===== src/design/wwks_pkg.sv =====
// Package for the window watchdog key supervisor: codes, reset values and shared types.
package wwks_pkg;

    localparam int COUNT_BITS_DEF = 16;
    localparam int TIME_BITS_DEF  = 16;

    localparam int OPCODE_W  = 3;
    localparam int KEY_W     = 16;
    localparam int WINDOW_W  = 16;
    localparam int LIMIT_W   = 8;
    localparam int TOTAL_W   = 16;
    localparam int CFG_IDX_W = 3;
    localparam int CFG_DAT_W = 16;

    localparam logic [WINDOW_W-1:0] WINDOW_LOW_RST  = 16'd8;
    localparam logic [WINDOW_W-1:0] WINDOW_HIGH_RST = 16'd12;
    localparam logic [KEY_W-1:0]    KEY_FIRST_RST   = 16'h5A5A;
    localparam logic [KEY_W-1:0]    KEY_SECOND_RST  = 16'hA5A5;
    localparam logic [LIMIT_W-1:0]  MISSED_LIM_RST  = 8'd3;
    localparam logic [LIMIT_W-1:0]  OVERRUN_LIM_RST = 8'd5;
    localparam logic [LIMIT_W-1:0]  KEYFAIL_LIM_RST = 8'd2;

    typedef enum logic [OPCODE_W-1:0] {
        OP_TICK    = 3'd0,
        OP_KICK    = 3'd1,
        OP_OVERRUN = 3'd2,
        OP_HEALTH  = 3'd3,
        OP_DEGRADE = 3'd4
    } t_opcode;

    typedef enum logic [1:0] {
        MODE_NORMAL   = 2'd0,
        MODE_DEGRADED = 2'd1,
        MODE_LIMP     = 2'd2,
        MODE_STOP     = 2'd3
    } t_mode;

    typedef enum logic [1:0] {
        FAULT_NONE  = 2'd0,
        FAULT_EARLY = 2'd1,
        FAULT_LATE  = 2'd2,
        FAULT_KEY   = 2'd3
    } t_fault;

    typedef enum logic [CFG_IDX_W-1:0] {
        CFG_WINDOW_LOW  = 3'd0,
        CFG_WINDOW_HIGH = 3'd1,
        CFG_KEY_FIRST   = 3'd2,
        CFG_KEY_SECOND  = 3'd3,
        CFG_MISSED_LIM  = 3'd4,
        CFG_OVERRUN_LIM = 3'd5,
        CFG_KEYFAIL_LIM = 3'd6
    } t_cfg_idx;

    typedef struct packed {
        logic [WINDOW_W-1:0] window_low_ms;
        logic [WINDOW_W-1:0] window_high_ms;
        logic [KEY_W-1:0]    key_first;
        logic [KEY_W-1:0]    key_second;
        logic [LIMIT_W-1:0]  missed_limit;
        logic [LIMIT_W-1:0]  overrun_limit;
        logic [LIMIT_W-1:0]  key_fail_limit;
    } t_cfg;

    typedef struct packed {
        logic               kick_accepted;
        t_fault             kick_fault;
        t_mode              safety_mode;
        logic               stop_active;
        logic [TOTAL_W-1:0] good_kick_total;
        logic [TOTAL_W-1:0] missed_total;
        logic [TOTAL_W-1:0] early_total;
        logic [TOTAL_W-1:0] late_total;
        logic [TOTAL_W-1:0] key_fail_total;
        logic [TOTAL_W-1:0] overrun_total;
    } t_result;

endpackage


===== src/design/wwks_if.sv =====
// Stream and configuration write interfaces of the window watchdog key supervisor.
interface wwks_in_if;
    logic                              valid;
    logic                              ready;
    logic [wwks_pkg::OPCODE_W-1:0]     opcode;
    logic [wwks_pkg::KEY_W-1:0]        kick_key;

    modport source (output valid, output opcode, output kick_key, input ready);
    modport sink   (input valid, input opcode, input kick_key, output ready);
endinterface

interface wwks_out_if;
    logic                              valid;
    logic                              ready;
    logic                              kick_accepted;
    logic [1:0]                        kick_fault;
    logic [1:0]                        safety_mode;
    logic                              stop_active;
    logic [wwks_pkg::TOTAL_W-1:0]      good_kick_total;
    logic [wwks_pkg::TOTAL_W-1:0]      missed_total;
    logic [wwks_pkg::TOTAL_W-1:0]      early_total;
    logic [wwks_pkg::TOTAL_W-1:0]      late_total;
    logic [wwks_pkg::TOTAL_W-1:0]      key_fail_total;
    logic [wwks_pkg::TOTAL_W-1:0]      overrun_total;

    modport source (output valid, output kick_accepted, output kick_fault,
                    output safety_mode, output stop_active, output good_kick_total,
                    output missed_total, output early_total, output late_total,
                    output key_fail_total, output overrun_total, input ready);
    modport sink   (input valid, input kick_accepted, input kick_fault,
                    input safety_mode, input stop_active, input good_kick_total,
                    input missed_total, input early_total, input late_total,
                    input key_fail_total, input overrun_total, output ready);
endinterface

interface wwks_cfg_if;
    logic                              valid;
    logic                              ready;
    logic [wwks_pkg::CFG_IDX_W-1:0]    index;
    logic [wwks_pkg::CFG_DAT_W-1:0]    data;

    modport source (output valid, output index, output data, input ready);
    modport sink   (input valid, input index, input data, output ready);
endinterface


===== src/design/window_watchdog_key_supervisor_top.sv =====
// Top level of the window watchdog key supervisor: handshakes, configuration and pipeline.
//
//   Channel  | Direction | Payload                                  | Transaction
//   ---------+-----------+------------------------------------------+---------------------
//   i_in     | in        | opcode, kick_key                         | valid && ready
//   o_out    | out       | kick flags, safety mode, stop, six totals| valid && ready
//   i_cfg    | in        | index (register number), data            | valid && ready
//
// Each event's result is offered after its input transaction: the transaction loads
// the input register, and a single pass through the supervisor logic then moves it into
// the result register. One event is accepted every cycle while results are taken.
// The state update is a short compare and increment.
// Reset (synchronous, active low) restores the default window, keys and limits, clears
// every counter and returns to normal mode. A stalled result holds both registers, and
// the input side keeps accepting until the input register is also occupied.
// Configuration transactions are always taken; indices beyond the list are ignored.
module window_watchdog_key_supervisor_top #(
    parameter int COUNT_BITS = wwks_pkg::COUNT_BITS_DEF,
    parameter int TIME_BITS  = wwks_pkg::TIME_BITS_DEF
) (
    input  logic         i_clk,
    input  logic         i_rst_n,
    wwks_in_if.sink      i_in,
    wwks_out_if.source   o_out,
    wwks_cfg_if.sink     i_cfg
);

    wwks_pkg::t_cfg    r_cfg;
    wwks_pkg::t_result core_result;
    wwks_pkg::t_result r_result;

    logic                          r_in_valid;
    logic [wwks_pkg::OPCODE_W-1:0] r_opcode;
    logic [wwks_pkg::KEY_W-1:0]    r_kick_key;
    logic                          r_out_valid;

    logic in_take;
    logic advance;
    logic step;

    // The result register may be loaded when empty or when its content leaves now.
    assign advance    = !r_out_valid || o_out.ready;
    assign step       = r_in_valid && advance;
    assign i_in.ready = !r_in_valid || advance;
    assign in_take    = i_in.valid && i_in.ready;

    assign i_cfg.ready = 1'b1;

    // Configuration registers, written by index.
    always_ff @(posedge i_clk) begin
        if (!i_rst_n) begin
            r_cfg.window_low_ms  <= wwks_pkg::WINDOW_LOW_RST;
            r_cfg.window_high_ms <= wwks_pkg::WINDOW_HIGH_RST;
            r_cfg.key_first      <= wwks_pkg::KEY_FIRST_RST;
            r_cfg.key_second     <= wwks_pkg::KEY_SECOND_RST;
            r_cfg.missed_limit   <= wwks_pkg::MISSED_LIM_RST;
            r_cfg.overrun_limit  <= wwks_pkg::OVERRUN_LIM_RST;
            r_cfg.key_fail_limit <= wwks_pkg::KEYFAIL_LIM_RST;
        end else if (i_cfg.valid) begin
            case (wwks_pkg::t_cfg_idx'(i_cfg.index))
                wwks_pkg::CFG_WINDOW_LOW:  r_cfg.window_low_ms  <= i_cfg.data;
                wwks_pkg::CFG_WINDOW_HIGH: r_cfg.window_high_ms <= i_cfg.data;
                wwks_pkg::CFG_KEY_FIRST:   r_cfg.key_first      <= i_cfg.data;
                wwks_pkg::CFG_KEY_SECOND:  r_cfg.key_second     <= i_cfg.data;
                wwks_pkg::CFG_MISSED_LIM:
                    r_cfg.missed_limit   <= i_cfg.data[wwks_pkg::LIMIT_W-1:0];
                wwks_pkg::CFG_OVERRUN_LIM:
                    r_cfg.overrun_limit  <= i_cfg.data[wwks_pkg::LIMIT_W-1:0];
                wwks_pkg::CFG_KEYFAIL_LIM:
                    r_cfg.key_fail_limit <= i_cfg.data[wwks_pkg::LIMIT_W-1:0];
                default: begin
                end
            endcase
        end
    end

    // Input register control.
    always_ff @(posedge i_clk) begin
        if (!i_rst_n) begin
            r_in_valid <= 1'b0;
        end else if (in_take) begin
            r_in_valid <= 1'b1;
        end else if (advance) begin
            r_in_valid <= 1'b0;
        end
    end

    // Input payload needs no reset; it is only used under r_in_valid.
    always_ff @(posedge i_clk) begin
        if (in_take) begin
            r_opcode   <= i_in.opcode;
            r_kick_key <= i_in.kick_key;
        end
    end

    // The core commits its state in the same cycle the result is captured below,
    // so state and reported values always agree.
    wwks_core #(
        .COUNT_BITS (COUNT_BITS),
        .TIME_BITS  (TIME_BITS)
    ) u_core (
        .i_clk      (i_clk),
        .i_rst_n    (i_rst_n),
        .i_step     (step),
        .i_opcode   (r_opcode),
        .i_kick_key (r_kick_key),
        .i_cfg      (r_cfg),
        .o_result   (core_result)
    );

    // Result register control.
    always_ff @(posedge i_clk) begin
        if (!i_rst_n) begin
            r_out_valid <= 1'b0;
        end else if (advance) begin
            r_out_valid <= r_in_valid;
        end
    end

    always_ff @(posedge i_clk) begin
        if (step) begin
            r_result <= core_result;
        end
    end

    assign o_out.valid           = r_out_valid;
    assign o_out.kick_accepted   = r_result.kick_accepted;
    assign o_out.kick_fault      = r_result.kick_fault;
    assign o_out.safety_mode     = r_result.safety_mode;
    assign o_out.stop_active     = r_result.stop_active;
    assign o_out.good_kick_total = r_result.good_kick_total;
    assign o_out.missed_total    = r_result.missed_total;
    assign o_out.early_total     = r_result.early_total;
    assign o_out.late_total      = r_result.late_total;
    assign o_out.key_fail_total  = r_result.key_fail_total;
    assign o_out.overrun_total   = r_result.overrun_total;

endmodule


===== src/design/wwks_core.sv =====
// Supervisor state and single-pass event evaluation of the window watchdog key supervisor.
module wwks_core #(
    parameter int COUNT_BITS = wwks_pkg::COUNT_BITS_DEF,
    parameter int TIME_BITS  = wwks_pkg::TIME_BITS_DEF
) (
    input  logic                              i_clk,
    input  logic                              i_rst_n,
    input  logic                              i_step,
    input  logic [wwks_pkg::OPCODE_W-1:0]     i_opcode,
    input  logic [wwks_pkg::KEY_W-1:0]        i_kick_key,
    input  wwks_pkg::t_cfg                    i_cfg,
    output wwks_pkg::t_result                 o_result
);

    // Comparison width for elapsed time against the 16-bit window bounds.
    localparam int EW = (TIME_BITS > wwks_pkg::WINDOW_W) ? TIME_BITS : wwks_pkg::WINDOW_W;
    // Width from which the low bits of each counter are reported.
    localparam int OW = (COUNT_BITS > wwks_pkg::TOTAL_W) ? COUNT_BITS : wwks_pkg::TOTAL_W;

    logic [TIME_BITS-1:0]  r_elapsed,   n_elapsed;
    logic                  r_expect2,   n_expect2;
    logic [COUNT_BITS-1:0] r_good,      n_good;
    logic [COUNT_BITS-1:0] r_missed,    n_missed;
    logic [COUNT_BITS-1:0] r_early,     n_early;
    logic [COUNT_BITS-1:0] r_late,      n_late;
    logic [COUNT_BITS-1:0] r_keyfail,   n_keyfail;
    logic [COUNT_BITS-1:0] r_overrun,   n_overrun;
    wwks_pkg::t_mode       r_mode,      n_mode;
    logic                  r_stop,      n_stop;

    logic                  accepted;
    wwks_pkg::t_fault      fault;
    logic [EW-1:0]         elapsed_w;
    logic [EW-1:0]         low_w;
    logic [EW-1:0]         high_w;
    logic [wwks_pkg::KEY_W-1:0] want_key;
    logic [OW-1:0]         good_w, missed_w, early_w, late_w, keyfail_w, overrun_w;

    function automatic logic [COUNT_BITS-1:0] sat_cnt(input logic [COUNT_BITS-1:0] v);
        return (&v) ? v : v + COUNT_BITS'(1);
    endfunction

    function automatic logic [TIME_BITS-1:0] sat_time(input logic [TIME_BITS-1:0] v);
        return (&v) ? v : v + TIME_BITS'(1);
    endfunction

    assign elapsed_w = EW'(r_elapsed);
    assign low_w     = EW'(i_cfg.window_low_ms);
    assign high_w    = EW'(i_cfg.window_high_ms);
    assign want_key  = r_expect2 ? i_cfg.key_second : i_cfg.key_first;

    always_comb begin
        n_elapsed = r_elapsed;
        n_expect2 = r_expect2;
        n_good    = r_good;
        n_missed  = r_missed;
        n_early   = r_early;
        n_late    = r_late;
        n_keyfail = r_keyfail;
        n_overrun = r_overrun;
        n_mode    = r_mode;
        n_stop    = r_stop;
        accepted  = 1'b0;
        fault     = wwks_pkg::FAULT_NONE;
        case (wwks_pkg::t_opcode'(i_opcode))
            wwks_pkg::OP_TICK: begin
                n_elapsed = sat_time(r_elapsed);
            end
            wwks_pkg::OP_KICK: begin
                if (elapsed_w < low_w) begin
                    fault   = wwks_pkg::FAULT_EARLY;
                    n_early = sat_cnt(r_early);
                end else if (elapsed_w > high_w) begin
                    fault  = wwks_pkg::FAULT_LATE;
                    n_late = sat_cnt(r_late);
                end else if (i_kick_key != want_key) begin
                    fault     = wwks_pkg::FAULT_KEY;
                    n_keyfail = sat_cnt(r_keyfail);
                end
                if (fault != wwks_pkg::FAULT_NONE) begin
                    n_missed = sat_cnt(r_missed);
                end else begin
                    accepted  = 1'b1;
                    n_good    = sat_cnt(r_good);
                    n_elapsed = '0;
                    n_expect2 = ~r_expect2;
                end
            end
            wwks_pkg::OP_OVERRUN: begin
                n_overrun = sat_cnt(r_overrun);
            end
            wwks_pkg::OP_HEALTH: begin
                if (r_missed > COUNT_BITS'(i_cfg.missed_limit)) begin
                    n_mode = wwks_pkg::MODE_LIMP;
                    n_stop = 1'b0;
                end else if (r_overrun > COUNT_BITS'(i_cfg.overrun_limit)) begin
                    n_mode = wwks_pkg::MODE_DEGRADED;
                end else if (r_keyfail > COUNT_BITS'(i_cfg.key_fail_limit)) begin
                    n_mode = wwks_pkg::MODE_STOP;
                    n_stop = 1'b1;
                end
            end
            wwks_pkg::OP_DEGRADE: begin
                n_mode = wwks_pkg::MODE_DEGRADED;
            end
            default: begin
            end
        endcase
    end

    always_ff @(posedge i_clk) begin
        if (!i_rst_n) begin
            r_elapsed <= '0;
            r_expect2 <= 1'b0;
            r_good    <= '0;
            r_missed  <= '0;
            r_early   <= '0;
            r_late    <= '0;
            r_keyfail <= '0;
            r_overrun <= '0;
            r_mode    <= wwks_pkg::MODE_NORMAL;
            r_stop    <= 1'b0;
        end else if (i_step) begin
            r_elapsed <= n_elapsed;
            r_expect2 <= n_expect2;
            r_good    <= n_good;
            r_missed  <= n_missed;
            r_early   <= n_early;
            r_late    <= n_late;
            r_keyfail <= n_keyfail;
            r_overrun <= n_overrun;
            r_mode    <= n_mode;
            r_stop    <= n_stop;
        end
    end

    assign good_w    = OW'(n_good);
    assign missed_w  = OW'(n_missed);
    assign early_w   = OW'(n_early);
    assign late_w    = OW'(n_late);
    assign keyfail_w = OW'(n_keyfail);
    assign overrun_w = OW'(n_overrun);

    always_comb begin
        o_result.kick_accepted   = accepted;
        o_result.kick_fault      = fault;
        o_result.safety_mode     = n_mode;
        o_result.stop_active     = n_stop;
        o_result.good_kick_total = good_w[wwks_pkg::TOTAL_W-1:0];
        o_result.missed_total    = missed_w[wwks_pkg::TOTAL_W-1:0];
        o_result.early_total     = early_w[wwks_pkg::TOTAL_W-1:0];
        o_result.late_total      = late_w[wwks_pkg::TOTAL_W-1:0];
        o_result.key_fail_total  = keyfail_w[wwks_pkg::TOTAL_W-1:0];
        o_result.overrun_total   = overrun_w[wwks_pkg::TOTAL_W-1:0];
    end

endmodule


===== src/flat_wrapper.sv =====
// flat-port wrapper written by rule: the top's interface ports become plain ports
module window_watchdog_key_supervisor_top_flat 
#(
    parameter int COUNT_BITS = wwks_pkg::COUNT_BITS_DEF,
    parameter int TIME_BITS  = wwks_pkg::TIME_BITS_DEF
)
  (i_clk, i_rst_n, i_in_valid, i_in_opcode, i_in_kick_key, i_in_ready, o_out_valid, o_out_kick_accepted, o_out_kick_fault, o_out_safety_mode, o_out_stop_active, o_out_good_kick_total, o_out_missed_total, o_out_early_total, o_out_late_total, o_out_key_fail_total, o_out_overrun_total, o_out_ready, i_cfg_valid, i_cfg_index, i_cfg_data, i_cfg_ready);
  wwks_in_if i_in_i ();
  wwks_out_if o_out_i ();
  wwks_cfg_if i_cfg_i ();
  input  logic i_clk;
  input  logic i_rst_n;
  input wire logic [$bits(i_in_i.valid)-1:0] i_in_valid;
  input wire logic [$bits(i_in_i.opcode)-1:0] i_in_opcode;
  input wire logic [$bits(i_in_i.kick_key)-1:0] i_in_kick_key;
  output wire logic [$bits(i_in_i.ready)-1:0] i_in_ready;
  output wire logic [$bits(o_out_i.valid)-1:0] o_out_valid;
  output wire logic [$bits(o_out_i.kick_accepted)-1:0] o_out_kick_accepted;
  output wire logic [$bits(o_out_i.kick_fault)-1:0] o_out_kick_fault;
  output wire logic [$bits(o_out_i.safety_mode)-1:0] o_out_safety_mode;
  output wire logic [$bits(o_out_i.stop_active)-1:0] o_out_stop_active;
  output wire logic [$bits(o_out_i.good_kick_total)-1:0] o_out_good_kick_total;
  output wire logic [$bits(o_out_i.missed_total)-1:0] o_out_missed_total;
  output wire logic [$bits(o_out_i.early_total)-1:0] o_out_early_total;
  output wire logic [$bits(o_out_i.late_total)-1:0] o_out_late_total;
  output wire logic [$bits(o_out_i.key_fail_total)-1:0] o_out_key_fail_total;
  output wire logic [$bits(o_out_i.overrun_total)-1:0] o_out_overrun_total;
  input wire logic [$bits(o_out_i.ready)-1:0] o_out_ready;
  input wire logic [$bits(i_cfg_i.valid)-1:0] i_cfg_valid;
  input wire logic [$bits(i_cfg_i.index)-1:0] i_cfg_index;
  input wire logic [$bits(i_cfg_i.data)-1:0] i_cfg_data;
  output wire logic [$bits(i_cfg_i.ready)-1:0] i_cfg_ready;
  assign i_in_i.valid = i_in_valid;
  assign i_in_i.opcode = i_in_opcode;
  assign i_in_i.kick_key = i_in_kick_key;
  assign i_in_ready = i_in_i.ready;
  assign o_out_valid = o_out_i.valid;
  assign o_out_kick_accepted = o_out_i.kick_accepted;
  assign o_out_kick_fault = o_out_i.kick_fault;
  assign o_out_safety_mode = o_out_i.safety_mode;
  assign o_out_stop_active = o_out_i.stop_active;
  assign o_out_good_kick_total = o_out_i.good_kick_total;
  assign o_out_missed_total = o_out_i.missed_total;
  assign o_out_early_total = o_out_i.early_total;
  assign o_out_late_total = o_out_i.late_total;
  assign o_out_key_fail_total = o_out_i.key_fail_total;
  assign o_out_overrun_total = o_out_i.overrun_total;
  assign o_out_i.ready = o_out_ready;
  assign i_cfg_i.valid = i_cfg_valid;
  assign i_cfg_i.index = i_cfg_index;
  assign i_cfg_i.data = i_cfg_data;
  assign i_cfg_ready = i_cfg_i.ready;
  window_watchdog_key_supervisor_top #(.COUNT_BITS(COUNT_BITS), .TIME_BITS(TIME_BITS)) u_core (.i_clk(i_clk), .i_rst_n(i_rst_n), .i_in(i_in_i), .o_out(o_out_i), .i_cfg(i_cfg_i));
endmodule

===== config.mk =====
export PLATFORM = sky130hd
export DESIGN_NAME = window_watchdog_key_supervisor_top_flat
export DESIGN_NICKNAME = d
export VERILOG_FILES = /design/src/design/wwks_pkg.sv /design/src/design/wwks_if.sv /design/src/design/window_watchdog_key_supervisor_top.sv /design/src/design/wwks_core.sv /design/src/flat_wrapper.sv
export SDC_FILE = /design/constraint.sdc
export NUM_CORES = 1
export LEC_CHECK = 0
export BUFFER_PORTS_ARGS = -buffer_cell sky130_fd_sc_hd__buf_2
export CORE_ASPECT_RATIO = 0.75
export CORE_MARGIN = 1
export CORE_UTILIZATION = 60
export CTS_CLUSTER_SIZE = 16
export DETAILED_ROUTE_END_ITERATION = 10
export GPL_ROUTABILITY_DRIVEN = 0
export PLACE_DENSITY = 0.81
export SLEW_MARGIN = 5
export SYNTH_ARGS = -nofsm -noshare
export SYNTH_HDL_FRONTEND = slang
export SYNTH_SLANG_ARGS = --single-unit

===== constraint.sdc =====
create_clock -name i_clk -period 14.3 [get_ports i_clk]
set_input_delay 0.715 -clock i_clk [delete_from_list [all_inputs] [get_ports i_clk]]
set_output_delay 0.715 -clock i_clk [all_outputs]
set_load 0.01 [all_outputs]

==> metrics, run 1 <==
H-tree Lvls=2; Synth Area per Inst=9.218 um^2; Iteration-0 DRC Markers=1,163; count leader, synth=nand2_1; critical setup path kind=reg -> reg; Fin. Hold Viols=0; Non-Filler Instances=2,187; largest net degree at the start of global routing=75; Final TNS setup=0 ns; GRT Total Usage=26.86%; Worst setup startpoint=u_core.u_core.r_expect2$_SDFFE_PN0P_; crit path max-delay cell type=dfxtp_1; Reg2Reg Setup Slack=10.36 ns; Async SR Flop Fraction=0%; Layout fillers=1,931; Mapped Cells=1,703; Crit path arrival time=4.20 ns; Clk network pwr share=42.6%; Port Buffers=146; post-cts resize count=0; post-synthesis register bit count=327; CTS clock-pin slew for the worst setup and hold paths=0.06 ns; Commonest cells post-synth=325 x nand2_1, 206 x dfxtp_1, 135 x nor2_1; Achievable Freq=253.6 MHz; DRC errors left=0; Post-DRT Antenna Nets=0; startpoint types=register; DIE AREA=26,820 um^2; routed length per instance=16.49 um; Synth Net Count=1,808; Antenna Cells=0; Internal Pwr Total=1.484 mW; fin nets=1,930; Die Span Y=142.1 um; Sw Share=22.63%; Clk Latency, worst-skew pair=0.51 ns; cell taking the most area after synthesis=dfxtp_1; combinational share of power=5.3%; WL final=36.06 mm; cell area power density=108.6 nW/um^2; Leak=6.671 nW; Max VDD drop=0.08682 mV; net switching power=0.4340 mW; final cycle utilization of the critical path=27.57%; CTS Buffer Depth=3; CTS buffer count=34; First-pass DRT Iterations=6; Worst Clk Skew=0.02147 ns; FP Rows=50; Post-synth top flop=dfxtp_1; Post-CTS Setup Bufs=0; top-area cell type share of the netlist area=26.27%; Worst Setup EP=u_core.o_out.missed_total[1]$_DFFE_PP_; endpoints failing setup=0; final-report max-slew violation count=0; largest stage delay on the critical path=0.94 ns; Yosys warning total=0; global-route wire length before repair=58.75 mm; worst-path cell chain=mux2i_1 -> xnor2_1 -> nor4_1 -> nand4_2 -> o31ai_2 -> nor2_1 -> mux2_2; Post-synth EDFFs=121; share of layout cells above drive strength 1=12.76%; outcome=finished, final reports clean; Reg-to-Reg End=u_core.o_out.missed_total[1]$_DFFE_PP_; area delta synth->final=12.52%; CP required=14.55 ns; synth unique cells=68; worst relative slew slack=11.21%; top post-synthesis cells by area=dfxtp_1 26%, edfxtp_1 23%, nand2_1 7.8%, xnor2_1 5.4%, ha_1 4.9%; synthesized area=15,700 um^2; Via Count=12,730; Die Wd=188.8 um; crit-path max FO=17; hold crit path type=in -> reg; CTS tree=yes; max cap viols=0; # IOs=148; Worst-Margin Slew=1.327 ns; DR vias/cell=5.819; Initial Util=61.96%; hpwl dp=24.74 mm; Placed Instances=2,127; root buffer cell=clkbuf_16; grt ovf=0; sequential share of the synthesized area=49.42%; CTS sink cnt=327; reg2reg start=u_core.u_core.r_expect2$_SDFFE_PN0P_; sequential share of power=52.1%; cell depth of the worst flop-to-flop path=7; Hold-fix buffers, CTS=0; post-layout minimum cycle time=3.943 ns; RSZ-0062 raised after global routing=false; Setup crit end kind=register; initial antenna violation count=0; area of the core=25,340 um^2; vias in the first global route=11,660
==> kinds of logic (layout without fill, tap and decap cells) <==
family                     Yosys count  count (layout)  synth area share (%)
adders and majority gates           62              62                 4.942
xor gates and xnor gates           141             141                 7.867
DFF                                327             327                 49.42
muxes                               39              39                 2.590
other                                1               1               0.02389
buffers and inverters              135             281                 3.380
and+or+nand+nor                    765             765                 22.62
AOI/OAI and AO/OA                  233             233                 9.158
==> layout by cell type (no fill, tap or decap), drive strengths merged, types with 14 or more instances in the layout <==
cell	count
a21oi	105
and2	21
and3	51
buf	157
clkbuf	45
dfxtp	206
edfxtp	121
ha	62
inv	65
mux2i	26
nand2	326
nand2b	15
nand3	95
nand4	28
nor2	135
nor2b	14
nor3	30
nor4	26
o21ai	39
xnor2	96
xor2	45
==> worst max-delay path: cells and delay by family, from the launching register on <==
kind,cells,cell delay (ns)
flops,1,0.94
compound gates,1,0.76
simple gates,3,1.19
xor+xnor,1,0.11
mux,2,0.68
==> sequential cells by signal, indices dropped and copies added (netlist names), 3 cells and up <==
name,flops
u_core.u_core.r_good,16
u_core.o_out.good_kick_total,16
u_core.r_kick_key,16
u_core.r_cfg,88
u_core.u_core.elapsed_w,16
u_core.o_out.late_total,16
u_core.u_core.r_early,16
u_core.u_core.r_keyfail,16
u_core.u_core.r_missed,16
u_core.u_core.r_overrun,16
u_core.u_core.r_late,16
u_core.r_opcode,3
u_core.o_out.key_fail_total,16
u_core.o_out.missed_total,16
u_core.o_out.early_total,16
u_core.o_out.overrun_total,16
==> area by class of cell <==
type	instances	area (um^2)	share of cell area (%)
Clock buffer	45	902.1	5.107
Clock inverter	15	106.4	0.6021
Inverter	64	245.2	1.388
Multi-Input combinational cell	1241	7416	41.98
Sequential cell	327	7757	43.92
Tap cell	338	422.9	2.394
Timing Repair Buffer	157	813.3	4.604
==> routing by layer <==
layer,wire length [um],vias to the layer above,GRT usage (%)
met4,767,0,7.301
met5,0,-,0
li1,-,6153,-
met3,2727,64,4.043
met2,16620,522,43.50
met1,15940,5988,37.66
==> through the flow <==
stage / hold slack [ns] / setup slack (ns) / power (mW) / cell area (um^2) / util (%)
floorplan: 0.4318 / 9.294 / 1.079 / 15700 / -
global placement: 0.4373 / 10.62 / 1.116 / 16650 / 65.73
detailed placement: 0.4479 / 10.48 / 1.119 / 16650 / 65.73
CTS: 0.3660 / 10.45 / 1.927 / 17660 / 69.71
global route: 0.3678 / 10.24 / 1.977 / 17660 / 69.71
finish: 0.3758 / 10.36 / 1.918 / 17660 / 69.71
==> power by group through the flow <==
stage          clock network (mW)  registers [mW]  logic (mW)
3_3_place_gp                    0            1.02      0.0971
6_report                    0.817           0.999       0.101
3_5_place_dp                    0            1.02       0.100
4_1_cts                     0.827           0.999       0.101
2_1_floorplan                   0            1.03      0.0530
5_1_grt                     0.864            1.00       0.111
==> worst min path at each step <==
stage / slack [ns] / depth (start not counted) / from / to
4_1_cts: 0.37 / 1 / i_in_kick_key[3] / u_core.r_kick_key[3]$_DFFE_PP_
3_5_place_dp: 0.45 / 2 / u_core.r_cfg[13]$_SDFFE_PN0P_ / u_core.r_cfg[13]$_SDFFE_PN0P_
2_1_floorplan: 0.43 / 2 / u_core.r_cfg[72]$_SDFFE_PN0P_ / u_core.r_cfg[72]$_SDFFE_PN0P_
6_report: 0.38 / 1 / i_in_kick_key[3] / u_core.r_kick_key[3]$_DFFE_PP_
3_3_place_gp: 0.44 / 2 / u_core.r_cfg[72]$_SDFFE_PN0P_ / u_core.r_cfg[72]$_SDFFE_PN0P_
5_1_grt: 0.37 / 1 / i_in_kick_key[11] / u_core.r_kick_key[11]$_DFFE_PP_
(Power assumes the default switching activity.)
==> run 2, diff against run 1 <==
==> constraint.sdc (replaced) <==
create_clock -name i_clk -period 3.7 [get_ports i_clk]
set_input_delay 0.185 -clock i_clk [delete_from_list [all_inputs] [get_ports i_clk]]
set_output_delay 0.185 -clock i_clk [all_outputs]
set_load 0.01 [all_outputs]
==> metrics, run 2 (same netlist as run 1, synthesis figures left out) <==
outcome=finished, final reports clean; Initial Util=61.96% (unchanged); largest stage delay on the critical path=0.51 ns (-0.43 ns); Antenna Cells=0 (unchanged); DRC errors left=0 (unchanged); GRT Total Usage=27.23% (+0.37 points); Reg with most FFs=u_core.r_cfg; Die Span Y=142.1 um (unchanged); Layout fillers=1,870 (-3.2%); Final Power=7.527 mW (+290%); post-layout minimum cycle time=3.372 ns (-0.5703 ns); Worst-Margin Slew=1.213 ns (-0.1143 ns); worst relative slew slack=18.86% (+7.6 points); vias in the first global route=12,060 (+3.4%); CTS buffer count=31 (-8.8%); FP Rows=50 (unchanged); H-tree Lvls=1 (-1); Post-CTS Setup Bufs=0 (unchanged); DIE AREA=26,820 um^2 (unchanged); CP required=4.02 ns (-10.53 ns); critical setup path kind=reg -> reg; Post-DRT Antenna Nets=0 (unchanged); crit path max-delay cell type=nor2_2; largest net degree at the start of global routing=59 (-21%); grt ovf=0 (unchanged); CTS tree=yes; Achievable Freq=296.5 MHz (+17%); global-route wire length before repair=59.52 mm (+1.3%); WL final=36.96 mm (+2.5%); root buffer cell=clkbuf_16; area delta synth->final=15.85%; fin nets=1,980 (+2.6%); Port Buffers=146 (unchanged); area of the core=25,340 um^2 (unchanged); post-placement cell area=16,790 um^2 (+0.80%); Final TNS setup=0 ns (unchanged); max reg flops=88 (unchanged); DR vias/cell=5.775 (-0.77%); most frequent cells in the layout=325 x nand2_1, 206 x dfxtp_1, 146 x buf_2, 134 x nor2_1, 121 x edfxtp_1; Via Count=12,920 (+1.5%); Hold Worst Slack=0.05182 ns (-0.3240 ns); commonest non-fill, non-tap cell in the layout=nand2_1; post-route cell area=18,180 um^2 (+3.0%); initial antenna violation count=0 (unchanged); Non-Filler Instances=2,237 (+2.3%); hold crit path type=in -> reg; # IOs=148 (unchanged); hpwl dp=25.00 mm (+1.1%); Placed Instances=2,143 (+0.75%); CTS sink cnt=327 (unchanged); Worst Clk Skew=0.01384 ns (-0.007629 ns); worst-path cell chain=ha_1 -> nand4_1 -> nor4_1 -> a21boi_0 -> o31a_1 -> o31ai_2 -> nor2_2 -> mux2_2; final cycle utilization of the critical path=91.15% (+64 points); final-report max-slew violation count=0 (unchanged); Die Wd=188.8 um (unchanged); routed length per instance=16.52 um (+0.21%); cell area power density=413.9 nW/um^2 (+280%); First-pass DRT Iterations=5 (-1); share of layout cells above drive strength 1=13.38% (+0.61 points); Setup crit end kind=register; CTS Buffer Depth=3 (unchanged); CTS clock-pin slew for the worst setup and hold paths=0.07 ns (about the same); max cap viols=0 (unchanged); Crit path arrival time=3.69 ns (-0.51 ns); startpoint types=register; RSZ-0062 raised after global routing=false; Iteration-0 DRC Markers=934 (-20%); crit-path max FO=12 (-5); Fin. Hold Viols=0 (unchanged); Max VDD drop=0.3775 mV (+330%); Clk Latency, worst-skew pair=0.56 ns (+0.05 ns); Leak=6.918 nW (+3.7%); endpoints failing setup=0 (unchanged)
==> run 2: changes by cell type in the layout (fill, tap and decap cells not counted) <==
cell,delta
dlygate4sd3_1,+37
buf_4,+15
bufinv_16,+4
clkbuf_1,-4
clkbuf_16,-3
buf_12,+1
clkbuf_8,-1
clkinv_2,+1
clkinv_4,+1
clkinv_8,-1
inv_4,-1
inv_6,+1
nor2_1,-1
nor2_2,+1
==> run 2: power breakdown <==
group	total (mW)	switching, mW	leakage [nW]	internal [mW]
sequential	3.86	0.0384	2.77	3.82
combinational	0.436	0.280	3.64	0.156
clock	3.23	1.35	0.508	1.88
==> run 2: path summary, 6_finish.rpt <==
kind / slack [ns] / cells past startpoint / to / startpoint
worst max-delay path: 0.33 / 8 / u_core.o_out.missed_total[1]$_DFFE_PP_ / u_core.u_core.elapsed_w[14]$_SDFFE_PN0P_
worst min-delay path: 0.05 / 2 / u_core.u_core.r_late[13]$_SDFFE_PN0P_ / i_rst_n
worst max register to register: 0.33 / 8 / u_core.o_out.missed_total[1]$_DFFE_PP_ / u_core.u_core.elapsed_w[14]$_SDFFE_PN0P_
worst min register to register: 0.46 / 2 / u_core.r_cfg[13]$_SDFFE_PN0P_ / u_core.r_cfg[13]$_SDFFE_PN0P_
==> run 2: area by class of cell <==
cell class              count  area (um^2)  area share (%)
clock inverters            20        226.5           1.245
flip-flops and latches    327         7757           42.66
clock buffers              37        798.3           4.390
multi-input cells        1241         7418           40.79
well taps                 338        422.9           2.326
repair buffers            210         1316           7.238
inverters                  64        245.2           1.349
==> run 2: critical path, delay by kind of cell (launching register included) <==
family                     cells  cell delay (ns)
adders and majority gates      1             0.35
muxes                          1             0.39
and+or+nand+nor                3             1.16
DFF                            1             0.36
AOI/OAI and AO/OA              3             0.86
==> run 2: timing repair <==
item / 4_1_cts / 5_1_grt
hold endpoints to repair: 101 / 0
gates resized for setup: 0 / 1
endpoints found under the setup margin: 0 / 11
hold buffers: 37 / 0
==> run 2: metrics by stage <==
step | setup slack [ns] | util (%)
6_report | 0.3276 | 71.77
5_1_grt | 0.1069 | 71.77
4_1_cts | 0.1633 | 71.76
3_5_place_dp | 0.1806 | 66.26
3_3_place_gp | 0.3194 | 66.26
2_1_floorplan | 0.4902 | -
==> run 2: metal layers <==
metal  wire (um)  global-route usage [%]  part of all wire, %
met5           0                       0                    0
met3        2714                   3.920                  7.3
met2       17210                   45.78                   47
met1       16090                   36.91                   44
met4         950                   7.343                  2.6
